$ cat src/rtl/mse_pkg.sv
`default_nettype none
// ----------------------------------------------------------------------------
// mse_pkg
// Shared constants and control types for the merge sort engine.
// ----------------------------------------------------------------------------
package mse_pkg;

    localparam int MSE_DATA_W    = 32;
    localparam int MSE_MAX_ITEMS = 64;

    // Source of the bank write data
    typedef enum logic [1:0] {
        WR_IN = 2'd0,   // incoming stream value
        WR_A  = 2'd1,   // head of left run
        WR_B  = 2'd2    // head of right run
    } wr_src_t;

    typedef struct packed {
        logic    wr_en;
        wr_src_t wr_src;
        logic    wr_bank;
        logic    src_bank;
    } mse_cmd_t;

endpackage
`default_nettype wire

$ cat src/rtl/mse_datapath.sv
`default_nettype none
// ----------------------------------------------------------------------------
// mse_datapath
// Two ping-pong storage banks with two registered read ports each, the
// write-data select and the signed compare of the two run heads.
// ----------------------------------------------------------------------------
module mse_datapath import mse_pkg::*; #(
    parameter int MAX_ITEMS = MSE_MAX_ITEMS
) (
    input  wire logic                          aclk,
    input  wire mse_cmd_t                      cmd,
    input  wire logic [$clog2(MAX_ITEMS)-1:0]  wr_addr,
    input  wire logic [$clog2(MAX_ITEMS)-1:0]  rd_addr_a,
    input  wire logic [$clog2(MAX_ITEMS)-1:0]  rd_addr_b,
    input  wire logic [MSE_DATA_W-1:0]         in_value,
    output logic      [MSE_DATA_W-1:0]         rd_a,
    output logic                               le_ab
);

    logic [MSE_DATA_W-1:0] bank0_reg [0:MAX_ITEMS-1];
    logic [MSE_DATA_W-1:0] bank1_reg [0:MAX_ITEMS-1];
    logic [MSE_DATA_W-1:0] b0_a_reg, b0_b_reg, b1_a_reg, b1_b_reg;
    logic [MSE_DATA_W-1:0] rd_b;
    logic [MSE_DATA_W-1:0] wr_data;

    always_comb begin
        rd_a  = cmd.src_bank ? b1_a_reg : b0_a_reg;
        rd_b  = cmd.src_bank ? b1_b_reg : b0_b_reg;
        le_ab = ($signed(rd_a) <= $signed(rd_b));
        unique case (cmd.wr_src)
            WR_IN:   wr_data = in_value;
            WR_A:    wr_data = rd_a;
            WR_B:    wr_data = rd_b;
            default: wr_data = rd_a;
        endcase
    end

    always_ff @(posedge aclk) begin
        if (cmd.wr_en && !cmd.wr_bank) begin
            bank0_reg[wr_addr] <= wr_data;
        end
        b0_a_reg <= bank0_reg[rd_addr_a];
        b0_b_reg <= bank0_reg[rd_addr_b];
    end

    always_ff @(posedge aclk) begin
        if (cmd.wr_en && cmd.wr_bank) begin
            bank1_reg[wr_addr] <= wr_data;
        end
        b1_a_reg <= bank1_reg[rd_addr_a];
        b1_b_reg <= bank1_reg[rd_addr_b];
    end

endmodule
`default_nettype wire

$ cat config.mk
export PLATFORM = sky130hd
export DESIGN_NAME = mse_datapath
export DESIGN_NICKNAME = d
export VERILOG_FILES = /design/src/rtl/mse_pkg.sv /design/src/rtl/mse_datapath.sv
export SDC_FILE = /design/constraint.sdc
export NUM_CORES = 2
export LEC_CHECK = 0
export BUFFER_PORTS_ARGS = -buffer_cell sky130_fd_sc_hd__buf_4
export CORE_MARGIN = 10
export CORE_UTILIZATION = 40
export CTS_CLUSTER_DIAMETER = 200
export DETAILED_ROUTE_END_ITERATION = 8
export SYNTH_ARGS = -nofsm -noshare
export SYNTH_HDL_FRONTEND = slang
export SYNTH_SLANG_ARGS = --single-unit
$ cat constraint.sdc
create_clock -name aclk -period 8.02 [get_ports aclk]
set_input_delay 0.802 -clock aclk [delete_from_list [all_inputs] [get_ports aclk]]
set_output_delay 0.802 -clock aclk [all_outputs]
set_load 0.02 [all_outputs]
==> reports/summary.txt <==
first drt pass iteration count: 6
Sw Pwr: 0.01272 W
antenna viol nets, final: 0
Finished Core Util: 0.4525
ratio of cells with drive above 1 in the final layout: 0.3983
Synth area leader: edfxtp_1
most frequent cells in the layout: 4,096 x edfxtp_1, 2,399 x mux4_2, 440 x clkbuf_16, 382 x buf_4, 256 x o22ai_1
Die Width: 712.7 µm
Req. time, crit path: 7.22 ns
R2R cell count: 5
fin cells: 15,700
CTS Root Cell: clkbuf_16
commonest non-fill, non-tap cell in the layout: edfxtp_1
worst setup slack after placement: 2.812 ns
Crit path arrival time: 4.60 ns
flop2flop setup slack: 4.59 ns
Synth Warn #: 0
Post-synth top flop: edfxtp_1
CTS tree: built
Final Cycle Share: 0.6739
Syn Area/Cell: 22.01 µm²
actual slew at the worst max-slew pin: 1.541 ns
Cell Int Power: 0.03873 W
sequential area share after synthesis: 0.6541
drt wl/cell: 41.89 µm
Final WS setup: 2.616 ns
Nets: 8,983
RSZ-0062 raised after global routing: false
Area Growth Syn to Fin: 12.75%
worst skew pair latency: 1.04 ns
synth top area cells: edfxtp_1 64%, mux4_2 28%, dfxtp_1 1.3%
hold depth: 3
number of hold violations in the final report: 0
Cells after DPL: 14,858
largest net degree at the start of global routing: 112
Core Rows: 254
Tmin final: 5.404 ns
Post-synth EDFFs: 4,096
crit path kind: in -> out
Syn Nets: 8,811
filler instances: 39,515
final setup violation count: 0
Max Clk Rate: 185.0 MHz
CP Max Fanout: 64
Port Buffers: 88
TritonCTS Sinks: 4,224
hold buffers post-CTS: 0
Setup Buffers After CTS: 0
Worst VDD drop: 192.9 µV
class of the worst hold path: in -> reg
Clock Skew: 0.05919 ns
routed vias: 105,166
Core Box Area: 0.4783 mm²
Initial Utilization: 0.4013
Setup crit end kind: output port
H-tree depth: 5
Max transition margin: -0.02737
hpwl dp: 389.9 mm
DIE HEIGHT: 712.7 µm
PD cells: 237.7 mW/mm²
sequential power share: 0.492
vias in the first global route: 107,162
Setup TNS Final: 0 ns
wire length of the first global-routing pass: 898.4 mm
final WL: 657.7 mm
initial antenna violation count: 59
clock share of power: 0.404
CTS resizes: 0
RePlAce Congestion: 0.9071
Synth cell types: 37
GR Overflow Total: 0
num ports: 89
status: complete, but fails checks
Die ar.: 0.5080 mm²
pins over their slew limit: 3
GRT Util Overall: 0.2533
Num CTS Buffers: 434
DRC viols: 0
Worst-path clk slew: 0.06 ns
max cap viols: 1
switching share of total power: 0.2472
Static Leakage: 66.38 nW
combinational power share: 0.104
via/cell ratio: 6.698
Mapped Area: 0.1920 mm²
FF+latch count, synth: 4,224
cells after synthesis: 8,723
failing checks: max-capacitance violations, max-slew violations
CTS Buffer Depth: 4
Worst Setup Start Kind: input pin
Async SR Flop Fraction: 0
Final Total Pwr: 0.05145 W
Detailed Route Iter0 Violations: 16,368
top cell type's share of synthesized area: 0.6408
per-layer routing:
layer | vias to the layer above | global-route usage | share of wire
li1 | 39278 | - | -
met1 | 57721 | 0.3281 | 0.36
met2 | 6755 | 0.3877 | 0.46
met3 | 1398 | 0.07809 | 0.12
met4 | 14 | 0.1292 | 0.061
met5 | - | 0 | 0.00014
Yosys cell counts (9+ instances only):
master	instances
buf_6	22
o22ai_1	256
buf_4	29
or3_1	35
a211oi_1	34
o221ai_1	95
nand2_1	54
buf_1	40
inv_1	14
o21ai_0	36
nor2_1	323
nand2b_1	9
ha_1	32
edfxtp_1	4096
mux2i_1	193
a21oi_1	138
nand4_1	9
clkbuf_1	279
buf_2	323
mux4_2	2399
a2111oi_0	34
nand3_1	9
dfxtp_1	128
nor2b_1	70
mux2_2	34
critical path: stages:
cell      delay, ns
buf_4          0.74
mux2_2         0.46
ha_1           0.36
nand4_1        0.54
nor4_1         0.48
buf_4          0.27
o41ai_1        0.12
o211ai_1       0.16
mux2_2         0.44
buf_4          0.18
worst paths after layout:
path / start / end
setup / recovery: cmd[0] / le_ab
setup reg to reg: b0_a_reg[6] / bank0_reg[46][6]
hold / removal: rd_addr_b[4] / b0_b_reg[7]
hold reg to reg: bank0_reg[31][10] / b0_a_reg[10]
final cells by class:
type	count	area, µm²	share of cell area
clock buffer	552	11650	0.05383
sequential	4224	125600	0.5801
timing repair buffer	431	3834	0.01771
inverter	15	56.30	0.0002601
tap	6400	8008	0.03700
multi-input combinational	3789	64450	0.2978
antenna	31	77.57	0.0003584
clock inverter	258	2790	0.01289
cell families (layout without fill, tap and decap cells):
family / Yosys count / in the layout / share of synthesized area
compound gates: 603 / 603 / 0.02049
fa+ha+maj: 32 / 32 / 0.002086
buf+inv: 710 / 1256 / 0.01746
flops: 4224 / 4224 / 0.6541
mux: 2626 / 2626 / 0.2935
other cells: 0 / 31 / 0
simple gates: 528 / 528 / 0.01233
metrics by stage:
step	hold slack, ns	area (µm²)
after floorplan	0.8999	192000
after global placement	0.9519	201900
after detailed placement	0.9370	201900
after CTS	0.2379	216300
after global routing	0.3064	216400
final	0.3312	216400
power groups by stage:
| stage | clock network (W) | registers, W | logic (W) |
|---|---|---|---|
| final | 0.0208 | 0.0253 | 0.00537 |
| after global routing | 0.0218 | 0.0253 | 0.00554 |
| after global placement | 0 | 0.0257 | 0.00520 |
| after CTS | 0.0210 | 0.0253 | 0.00530 |
| after floorplan | 0 | 0.0259 | 0.00293 |
| after detailed placement | 0 | 0.0258 | 0.00530 |
No activity file was read; power rests on OpenSTA's default activity.
