==> config.mk <==
export PLATFORM = sky130hd
export DESIGN_NAME = mse_ctrl
export DESIGN_NICKNAME = d
export VERILOG_FILES = /design/src/rtl/mse_pkg.sv /design/src/rtl/mse_ctrl.sv
export SDC_FILE = /design/constraint.sdc
export NUM_CORES = 1
export LEC_CHECK = 0
export BUFFER_PORTS_ARGS = -buffer_cell sky130_fd_sc_hd__buf_2
export CELL_PAD_IN_SITES_DETAIL_PLACEMENT = 0
export CELL_PAD_IN_SITES_GLOBAL_PLACEMENT = 2
export CORE_ASPECT_RATIO = 1.5
export CORE_MARGIN = 2
export CORE_UTILIZATION = 43
export DETAILED_ROUTE_END_ITERATION = 6
export PLACE_DENSITY_LB_ADDON = 0.1
export SLEW_MARGIN = 20
export SYNTH_ARGS = -nofsm -noshare
export SYNTH_HDL_FRONTEND = slang
export SYNTH_SLANG_ARGS = --single-unit
==> constraint.sdc <==
create_clock -name aclk -period 5.7 [get_ports aclk]
set_input_delay 0.855 -clock aclk [delete_from_list [all_inputs] [get_ports aclk]]
set_output_delay 0.855 -clock aclk [all_outputs]
set_load 0.005 [all_outputs]
==> src/rtl/mse_pkg.sv <==
`default_nettype none
// ----------------------------------------------------------------------------
// mse_pkg
// Shared constants and control types for the merge sort engine.
// ----------------------------------------------------------------------------
package mse_pkg;

    localparam int MSE_DATA_W    = 32;
    localparam int MSE_MAX_ITEMS = 64;

    // Source of the bank write data
    typedef enum logic [1:0] {
        WR_IN = 2'd0,   // incoming stream value
        WR_A  = 2'd1,   // head of left run
        WR_B  = 2'd2    // head of right run
    } wr_src_t;

    typedef struct packed {
        logic    wr_en;
        wr_src_t wr_src;
        logic    wr_bank;
        logic    src_bank;
    } mse_cmd_t;

endpackage
`default_nettype wire

==> src/rtl/mse_ctrl.sv <==
`default_nettype none
// ----------------------------------------------------------------------------
// mse_ctrl
// Sequencer: load, bottom-up merge passes between the two banks, drain.
// ----------------------------------------------------------------------------
module mse_ctrl import mse_pkg::*; #(
    parameter int MAX_ITEMS = MSE_MAX_ITEMS
) (
    input  wire logic                          aclk,
    input  wire logic                          aresetn,
    input  wire logic                          s_tvalid,
    input  wire logic                          s_tlast,
    output logic                               s_tready,
    output logic                               m_tvalid,
    input  wire logic                          m_tready,
    output logic                               m_tlast,
    output logic                               m_overflow,
    input  wire logic                          le_ab,
    output mse_cmd_t                           cmd,
    output logic      [$clog2(MAX_ITEMS)-1:0]  wr_addr,
    output logic      [$clog2(MAX_ITEMS)-1:0]  rd_addr_a,
    output logic      [$clog2(MAX_ITEMS)-1:0]  rd_addr_b
);

    localparam int AW = $clog2(MAX_ITEMS);
    localparam int CW = $clog2(MAX_ITEMS + 1);
    localparam int PW = CW + 2;

    typedef enum logic [3:0] {
        S_LOAD  = 4'b0001,
        S_SEG   = 4'b0010,
        S_MERGE = 4'b0100,
        S_OUT   = 4'b1000
    } state_t;

    state_t         state_reg, state_next;
    logic [CW-1:0]  fill_reg, fill_next;
    logic           ovf_reg, ovf_next;
    logic [CW-1:0]  n_reg, n_next;
    logic [PW-1:0]  width_reg, width_next;
    logic [PW-1:0]  lo_reg, lo_next;
    logic [CW-1:0]  mid_reg, mid_next;
    logic [CW-1:0]  hi_reg, hi_next;
    logic [CW-1:0]  a_reg, a_next;
    logic [CW-1:0]  b_reg, b_next;
    logic [CW-1:0]  k_reg, k_next;
    logic           src_reg, src_next;

    logic [PW-1:0]  n_ext;
    logic [PW-1:0]  mid_sum, hi_sum;
    logic           not_full;
    logic           take_a;

    always_comb begin
        state_next = state_reg;
        fill_next  = fill_reg;
        ovf_next   = ovf_reg;
        n_next     = n_reg;
        width_next = width_reg;
        lo_next    = lo_reg;
        mid_next   = mid_reg;
        hi_next    = hi_reg;
        a_next     = a_reg;
        b_next     = b_reg;
        k_next     = k_reg;
        src_next   = src_reg;

        cmd.wr_en    = 1'b0;
        cmd.wr_src   = WR_IN;
        cmd.wr_bank  = 1'b0;
        cmd.src_bank = src_reg;
        wr_addr      = fill_reg[AW-1:0];

        n_ext    = PW'(n_reg);
        mid_sum  = lo_reg + width_reg;
        hi_sum   = lo_reg + (width_reg << 1);
        not_full = (fill_reg < CW'(MAX_ITEMS));
        take_a   = (a_reg < mid_reg) && ((b_reg >= hi_reg) || le_ab);

        s_tready   = state_reg == S_LOAD;
        m_tvalid   = state_reg == S_OUT;
        m_tlast    = (a_reg == CW'(n_reg - CW'(1)));
        m_overflow = ovf_reg;

        unique case (state_reg)
            S_LOAD: begin
                if (s_tvalid) begin
                    if (not_full) begin
                        cmd.wr_en = 1'b1;
                        fill_next = CW'(fill_reg + CW'(1));
                    end else begin
                        ovf_next = 1'b1;
                    end
                    if (s_tlast) begin
                        n_next     = not_full ? CW'(fill_reg + CW'(1)) : fill_reg;
                        width_next = PW'(1);
                        lo_next    = '0;
                        src_next   = 1'b0;
                        state_next = S_SEG;
                    end
                end
            end
            S_SEG: begin
                if (width_reg >= n_ext) begin
                    a_next     = '0;
                    state_next = S_OUT;
                end else if (lo_reg >= n_ext) begin
                    // pass complete, swap banks
                    width_next = width_reg << 1;
                    lo_next    = '0;
                    src_next   = ~src_reg;
                end else begin
                    mid_next   = (mid_sum > n_ext) ? n_reg : mid_sum[CW-1:0];
                    hi_next    = (hi_sum > n_ext) ? n_reg : hi_sum[CW-1:0];
                    a_next     = lo_reg[CW-1:0];
                    b_next     = mid_next;
                    k_next     = lo_reg[CW-1:0];
                    state_next = S_MERGE;
                end
            end
            S_MERGE: begin
                cmd.wr_en   = 1'b1;
                cmd.wr_bank = ~src_reg;
                cmd.wr_src  = take_a ? WR_A : WR_B;
                wr_addr     = k_reg[AW-1:0];
                if (take_a) begin
                    a_next = CW'(a_reg + CW'(1));
                end else begin
                    b_next = CW'(b_reg + CW'(1));
                end
                k_next = CW'(k_reg + CW'(1));
                if (k_next == hi_reg) begin
                    lo_next    = PW'(hi_reg);
                    state_next = S_SEG;
                end
            end
            S_OUT: begin
                if (m_tready) begin
                    if (m_tlast) begin
                        fill_next  = '0;
                        ovf_next   = 1'b0;
                        state_next = S_LOAD;
                    end else begin
                        a_next = CW'(a_reg + CW'(1));
                    end
                end
            end
            default: begin
                state_next = S_LOAD;
            end
        endcase

        rd_addr_a = a_next[AW-1:0];
        rd_addr_b = b_next[AW-1:0];
    end

    always_ff @(posedge aclk) begin
        if (!aresetn) begin
            state_reg <= S_LOAD;
            fill_reg  <= '0;
            ovf_reg   <= 1'b0;
        end else begin
            state_reg <= state_next;
            fill_reg  <= fill_next;
            ovf_reg   <= ovf_next;
        end
    end

    always_ff @(posedge aclk) begin
        n_reg     <= n_next;
        width_reg <= width_next;
        lo_reg    <= lo_next;
        mid_reg   <= mid_next;
        hi_reg    <= hi_next;
        a_reg     <= a_next;
        b_reg     <= b_next;
        k_reg     <= k_next;
        src_reg   <= src_next;
    end

endmodule
`default_nettype wire

==> results of run 1 <==
how the worst max path moves through the flow:
stage / start / end / slack (ps) / cells after the start
2_1_floorplan: width_reg[0]$_SDFFCE_PN1P_ / rd_addr_b[4] / 1490 / 13
5_1_grt: lo_reg[0]$_SDFFCE_PN0P_ / rd_addr_b[4] / 600 / 13
6_report: lo_reg[0]$_SDFFCE_PN0P_ / rd_addr_b[4] / 800 / 13
3_3_place_gp: width_reg[0]$_SDFFCE_PN1P_ / rd_addr_b[4] / 1280 / 13
4_1_cts: lo_reg[0]$_SDFFCE_PN0P_ / rd_addr_b[4] / 810 / 13
3_5_place_dp: lo_reg[0]$_SDFFCE_PN0P_ / rd_addr_b[4] / 1170 / 13
cell families (layout without fill, tap and decap cells):
| logic type | after synthesis | count (layout) | synth area share, % |
|---|---|---|---|
| xor+xnor | 35 | 35 | 5.95 |
| fa+ha+maj | 60 | 60 | 14.2 |
| flops | 71 | 71 | 35.1 |
| simple gates | 175 | 175 | 17.0 |
| mux | 22 | 22 | 4.41 |
| compound gates | 124 | 124 | 17.4 |
| buf+inv | 68 | 94 | 5.97 |
stage by stage:
stage,hold WS [ps],setup slack (ps)
2_1_floorplan,463,1490
3_3_place_gp,467,1280
3_5_place_dp,467,1170
4_1_cts,475,809
5_1_grt,512,599
6_report,468,799
worst max-delay path: stages (launching register included):
cell      delay [ps]
edfxtp_1         450
ha_1             240
fa_1             410
a21o_1           200
a221o_1          310
nor2_1           130
xnor2_1          180
ha_1             310
nand3_1          110
o22ai_1           90
o22ai_2          380
mux2_2           420
a221o_1          360
buf_2            130
report_power, final:
part	total [mW]	internal, mW	switching (mW)
registers	0.793	0.652	0.141
clock network	0.603	0.380	0.222
logic	1.01	0.452	0.555
total	2.40	1.48	0.919
cell type report:
type	count	area share, %
multi-input cells	416	53.8
flip-flops and latches	71	31.9
clock buffers	9	3.80
well taps	156	3.29
repair buffers	35	3.08
inverters	43	2.72
clock inverters	7	1.46
placed cells by master (no fill, tap or decap), types with 5 or more instances in the layout:
cell type | synthesis | final
xor2_1 | 12 | 12
nand2b_1 | 5 | 5
buf_2 | 2 | 32
nand3_1 | 15 | 15
clkbuf_16 | 0 | 9
nor2_1 | 35 | 35
o22ai_1 | 7 | 7
xnor2_1 | 22 | 22
a21o_1 | 7 | 7
ha_1 | 58 | 58
o21a_1 | 7 | 7
mux2_2 | 14 | 14
dfxtp_1 | 24 | 24
o211ai_1 | 9 | 9
and3_1 | 7 | 7
edfxtp_1 | 47 | 47
inv_1 | 42 | 42
a31oi_1 | 7 | 7
mux2i_1 | 8 | 8
o21ai_0 | 24 | 24
nand4_1 | 8 | 8
nor2b_1 | 5 | 5
a21oi_1 | 14 | 13
and2_1 | 13 | 13
nor3_1 | 10 | 10
nand2_1 | 56 | 56
a211oi_1 | 7 | 7
cell usage after synthesis, drive strengths merged (2+ instances only):
| cell type | number | area (µm²) |
|---|---|---|
| nand2b | 6 | 45.0 |
| o31ai | 4 | 30.0 |
| nand4 | 8 | 50.1 |
| o21ai | 26 | 134 |
| edfxtp | 47 | 1410 |
| nand3b | 2 | 15.0 |
| o2111ai | 3 | 26.3 |
| nor3 | 12 | 70.1 |
| a2111oi | 5 | 87.6 |
| xnor2 | 22 | 193 |
| o22ai | 8 | 56.3 |
| a21boi | 2 | 15.0 |
| a21oi | 14 | 70.1 |
| nor4b | 5 | 65.1 |
| and3 | 7 | 43.8 |
| buf | 17 | 130 |
| nand2 | 56 | 210 |
| or3 | 3 | 28.8 |
| fa | 2 | 40.0 |
| nor2b | 5 | 31.3 |
| a2bb2oi | 3 | 32.5 |
| inv | 43 | 161 |
| nor2 | 35 | 131 |
| clkbuf | 8 | 30.0 |
| o2bb2ai | 3 | 26.3 |
| nor4 | 5 | 43.8 |
| mux2 | 14 | 158 |
| or2 | 2 | 12.5 |
| o211ai | 9 | 67.6 |
| a21o | 7 | 52.6 |
| o221a | 2 | 22.5 |
| and2 | 13 | 81.3 |
| a211oi | 9 | 77.6 |
| dfxtp | 24 | 480 |
| nand3 | 15 | 75.1 |
| mux2i | 8 | 80.1 |
| a31oi | 7 | 43.8 |
| o21a | 7 | 52.6 |
| ha | 58 | 726 |
| o21bai | 2 | 18.8 |
| a221o | 3 | 30.0 |
| xor2 | 12 | 105 |
layer usage:
layer	vias to the layer above	routed length, µm
li1	2069	-
met1	2093	6350
met2	105	8100
met3	36	455
met4	0	698
met5	-	0
==> results.yml, run 1 <==
outcome:
  outcome: "finished clean"
layout:
  area_growth_pct: 10.2
  num_antenna_cells: 0
  seq_area_mm2: 0.00189
  largest_reg_flops: 9
  multi_input_area_mm2: 0.00319
  final_core_util_pct: 47.9
  final_area_mm2: 0.00593
  drive_above_1_share_pct: 15.5
  final_cells: 737
  fillers: 1221
  final_nets: 642
detailed_routing:
  routed_via_density: 5.84
  drtIter0Drc: 185
  finalWirelength_um: 15600
  antenna_left: 0
  routedWlPerCell_um: 21.2
  vias: 4303
  drt_pass1_iterations: 5
  drc_errors: 0
critical_path:
  worstReg2RegStart: "width_reg[1]$_SDFFCE_PN0P_"
  ff2ff_setup_slack_ps: 1840
  critPathMaxFanout: 7
  worst_ep_arrival_time_ps: 4050
  worst-endpoint-required_ps: 4850
  path_class: "reg -> out"
  critPathCaptureType: "output pin"
  r2r-end: "hi_reg[1]$_DFFE_PP_"
  start_kind: "register"
  rr_worst_depth: 10
placement:
  portBuffers: 32
  gp_congestion: 0.882
  placed_area_mm2: 0.00562
  placedCellCount: 721
  dpl.hpwl_um: 12500
pwr:
  power_density_mw_per_mm2: 405
  ir_worst_vdd_mv: 0.192
  power.total_mw: 2.40
  p_leak_nw: 2.49
die:
  initial_core_util_pct: 43.5
  die_y_um: 141
  io_pins: 33
  die_width_um: 95.4
  core.rowCount: 50
  coreArea_mm2: 0.0124
  die_area_mm2: 0.0135
synthesis:
  synth_edf_count: 47
  syn_avg_cell_area_um2: 9.71
  async_reset_ff_share_pct: 0
  synth_cell_types: 72
  ys_ff_latch: 71
  synthesis.nets: 621
  synth_ff_type: "edfxtp_1"
  synthCells: 555
  seq_area_frac_synth_pct: 35.1
  ys_warn_count: 0
  syn_area_mm2: 0.00539
timing:
  clock_skew_ps: 8.70
  max-slew-margin-rel_pct: 52.9
  tightestPinTransition_ps: 701
  finalHoldViolCount: 0
  slew_violations: 0
  post-route-period-util_pct: 86.0
  setup_viol: 0
  fmax_ghz: 0.204
  min_period_ps: 4900
  grt_setup_unrepaired: "no"
  setup_tns_ps: 0
grt:
  grt-ovfl-total: 0
  grt_usage_pct: 24.3
  busiest_layer: "met2"
  grt_pass1_wl_um: 24200
  use_met3_pct: 4.22
  grt_util_met1_pct: 28.1
  grt_antenna_before_repair: 0
  grt_max_degree: 30
  met2_usage_pct: 42.8
  grt_pass1_vias: 4298
run:
  max_cap_viol_count: 0
hold_path:
  whs_path_depth: 2
  hold_class: "reg -> reg"
  min_to: "m_overflow$_SDFFE_PN0P_"
  hold_path_startpoint: "m_overflow$_SDFFE_PN0P_"
clock_tree:
  clock-sinks: 71
  post-cts-setup-buffers: 0
  clkSlewWorstSetupHoldPaths_ps: 60
  cts-resized-gates: 0
  cts_tree: "done"
  h-tree-depth: 3
  clock_latency_ps: 330
  hold_buffers: 0
  clk_path_buf_depth: 2
  root_buffer: "clkbuf_16"
  numCtsBuffers: 9
No activity file was read; power rests on OpenSTA's default activity.
==> inputs of run 2 (changes only) <==
CELL_PAD_IN_SITES_DETAIL_PLACEMENT = unset   (was 0)
CELL_PAD_IN_SITES_GLOBAL_PLACEMENT = unset   (was 2)
CORE_UTILIZATION = 45   (was 43)
==> run 2 against run 1 <==
  * Die area fell by 4.3%
  * First-iteration DRC count is 27% higher
  * Combinational power barely moved
  * Clock skew grew 1.8 ps
  * Power increased by 0.75%
  * Global-route usage down 0.64 points
  * Sequential share of layout area barely moved
  * Via count increased by 1.1%
  * Critical path type unchanged
  * Largest power group unchanged
==> results.yml, run 2 (same netlist as run 1, synthesis figures left out) <==
pwr:
  power.switching_mw: 0.921
  combPwrFrac_pct: 41.5
  ir_worst_vdd_mv: 0.219
  internal-power_mw: 1.50
  seqPwrFrac_pct: 32.6
  power_frac_clock_pct: 25.9
  p_leak_nw: 2.49
  swShare_pct: 38.0
  power.total_mw: 2.42
  power_density_mw_per_mm2: 408
grt:
  grt_max_degree: 30
  grt_pass1_vias: 4259
  grt_antenna_before_repair: 0
  grt-ovfl-total: 0
  grt_pass1_wl_um: 22900
  grt_usage_pct: 23.7
critical_path:
  worstReg2RegStart: "lo_reg[1]$_SDFFCE_PN0P_"
  worst_ep_arrival_time_ps: 4110
  path_class: "reg -> out"
  critPathMaxFanout: 7
  worst-endpoint-required_ps: 4850
  critPathCaptureType: "output pin"
  start_kind: "register"
  rr_worst_depth: 11
  r2r-end: "hi_reg[4]$_DFFE_PP_"
  ff2ff_setup_slack_ps: 1840
hold_path:
  whs_path_depth: 2
  hold_path_startpoint: "m_overflow$_SDFFE_PN0P_"
  min_to: "m_overflow$_SDFFE_PN0P_"
  hold_class: "reg -> reg"
detailed_routing:
  drtIter0Drc: 235
  antenna_left: 0
  routedWlPerCell_um: 20.2
  vias: 4349
  finalWirelength_um: 14800
  drt_pass1_iterations: 5
  routed_via_density: 5.95
  drc_errors: 0
run:
  max_cap_viol_count: 0
die:
  core.rowCount: 48
  die_width_um: 93.3
  die_y_um: 138
  coreArea_mm2: 0.0116
  io_pins: 33
  die_area_mm2: 0.0129
  initial_core_util_pct: 46.5
layout:
  largest_reg_flops: 9
  final_common_cell: "ha_1"
  final_core_util_pct: 51.2
  final_area_mm2: 0.00594
  num_antenna_cells: 0
  final_nets: 642
  area_growth_pct: 10.2
  final_cell_mix: "58 x ha_1, 56 x nand2_1, 47 x edfxtp_1"
  drive_above_1_share_pct: 15.7
  final_cells: 731
timing:
  post-route-period-util_pct: 87.2
  setup_ws_ps: 732
  tightestPinTransition_ps: 733
  setup_viol: 0
  finalHoldViolCount: 0
  max-slew-margin-rel_pct: 51.0
  fmax_ghz: 0.201
  slew_violations: 0
  clock_skew_ps: 10.5
  min_period_ps: 4970
  setup_tns_ps: 0
  holdWs_ps: 478
  grt_setup_unrepaired: "no"
clock_tree:
  clk_path_buf_depth: 2
  cts-resized-gates: 0
  h-tree-depth: 3
  clkSlewWorstSetupHoldPaths_ps: 60
  root_buffer: "clkbuf_16"
  post-cts-setup-buffers: 0
  hold_buffers: 0
  numCtsBuffers: 9
  cts_tree: "done"
  clock-sinks: 71
  clock_latency_ps: 340
outcome:
  outcome: "finished clean"
placement:
  dpl.hpwl_um: 11500
  pre_cts_slack_ps: 1140
  gp_congestion: 0.941
  placedCellCount: 715
  portBuffers: 32
  placed_area_mm2: 0.00561
==> run 2: critical path, stage by stage, from the launching register on <==
cell,delay [ps]
edfxtp_1,440
ha_1,240
fa_1,400
a21o_1,200
a21oi_1,240
xnor2_1,240
ha_1,330
a211oi_1,300
o211ai_1,160
a31oi_1,210
o22ai_2,180
mux2_2,340
a221o_1,360
buf_2,130
==> run 2: cell type report <==
class                   count  area, µm²
clock buffers              11        243
flip-flops and latches     71       1890
fillers                  1051       5650
clock inverters             5       81.3
inverters                  43        161
well taps                 150        188
multi-input cells         416       3190
repair buffers             35        183
==> run 2: power groups by stage <==
stage	sequential [mW]	clock, mW	combinational (mW)
floorplan	0.738	0	0.785
global placement	0.797	0	0.960
detailed placement	0.799	0	0.992
CTS	0.788	0.630	0.998
global route	0.801	0.647	1.11
finish	0.789	0.627	1.00
==> run 2: per-layer routing <==
layer  vias to the layer above  GRT usage, %  routed length (µm)
met1                      2093          27.7                6000
met4                         0          12.0                 573
met2                       134          42.7                7690
li1                       2086             -                   -
met3                        36          2.39                 521
met5                         -             0                   0
==> run 2: worst max-delay path by stage <==
stage	to	slack, ps	start	depth (start not counted)
after global placement	rd_addr_b[4]	1240	width_reg[0]$_SDFFCE_PN1P_	13
after floorplan	rd_addr_b[4]	1490	width_reg[0]$_SDFFCE_PN1P_	13
after CTS	rd_addr_b[4]	780	lo_reg[0]$_SDFFCE_PN0P_	13
after global routing	rd_addr_b[4]	580	lo_reg[0]$_SDFFCE_PN0P_	14
after detailed placement	rd_addr_b[4]	1140	lo_reg[0]$_SDFFCE_PN0P_	13
final	rd_addr_b[4]	730	lo_reg[0]$_SDFFCE_PN0P_	13
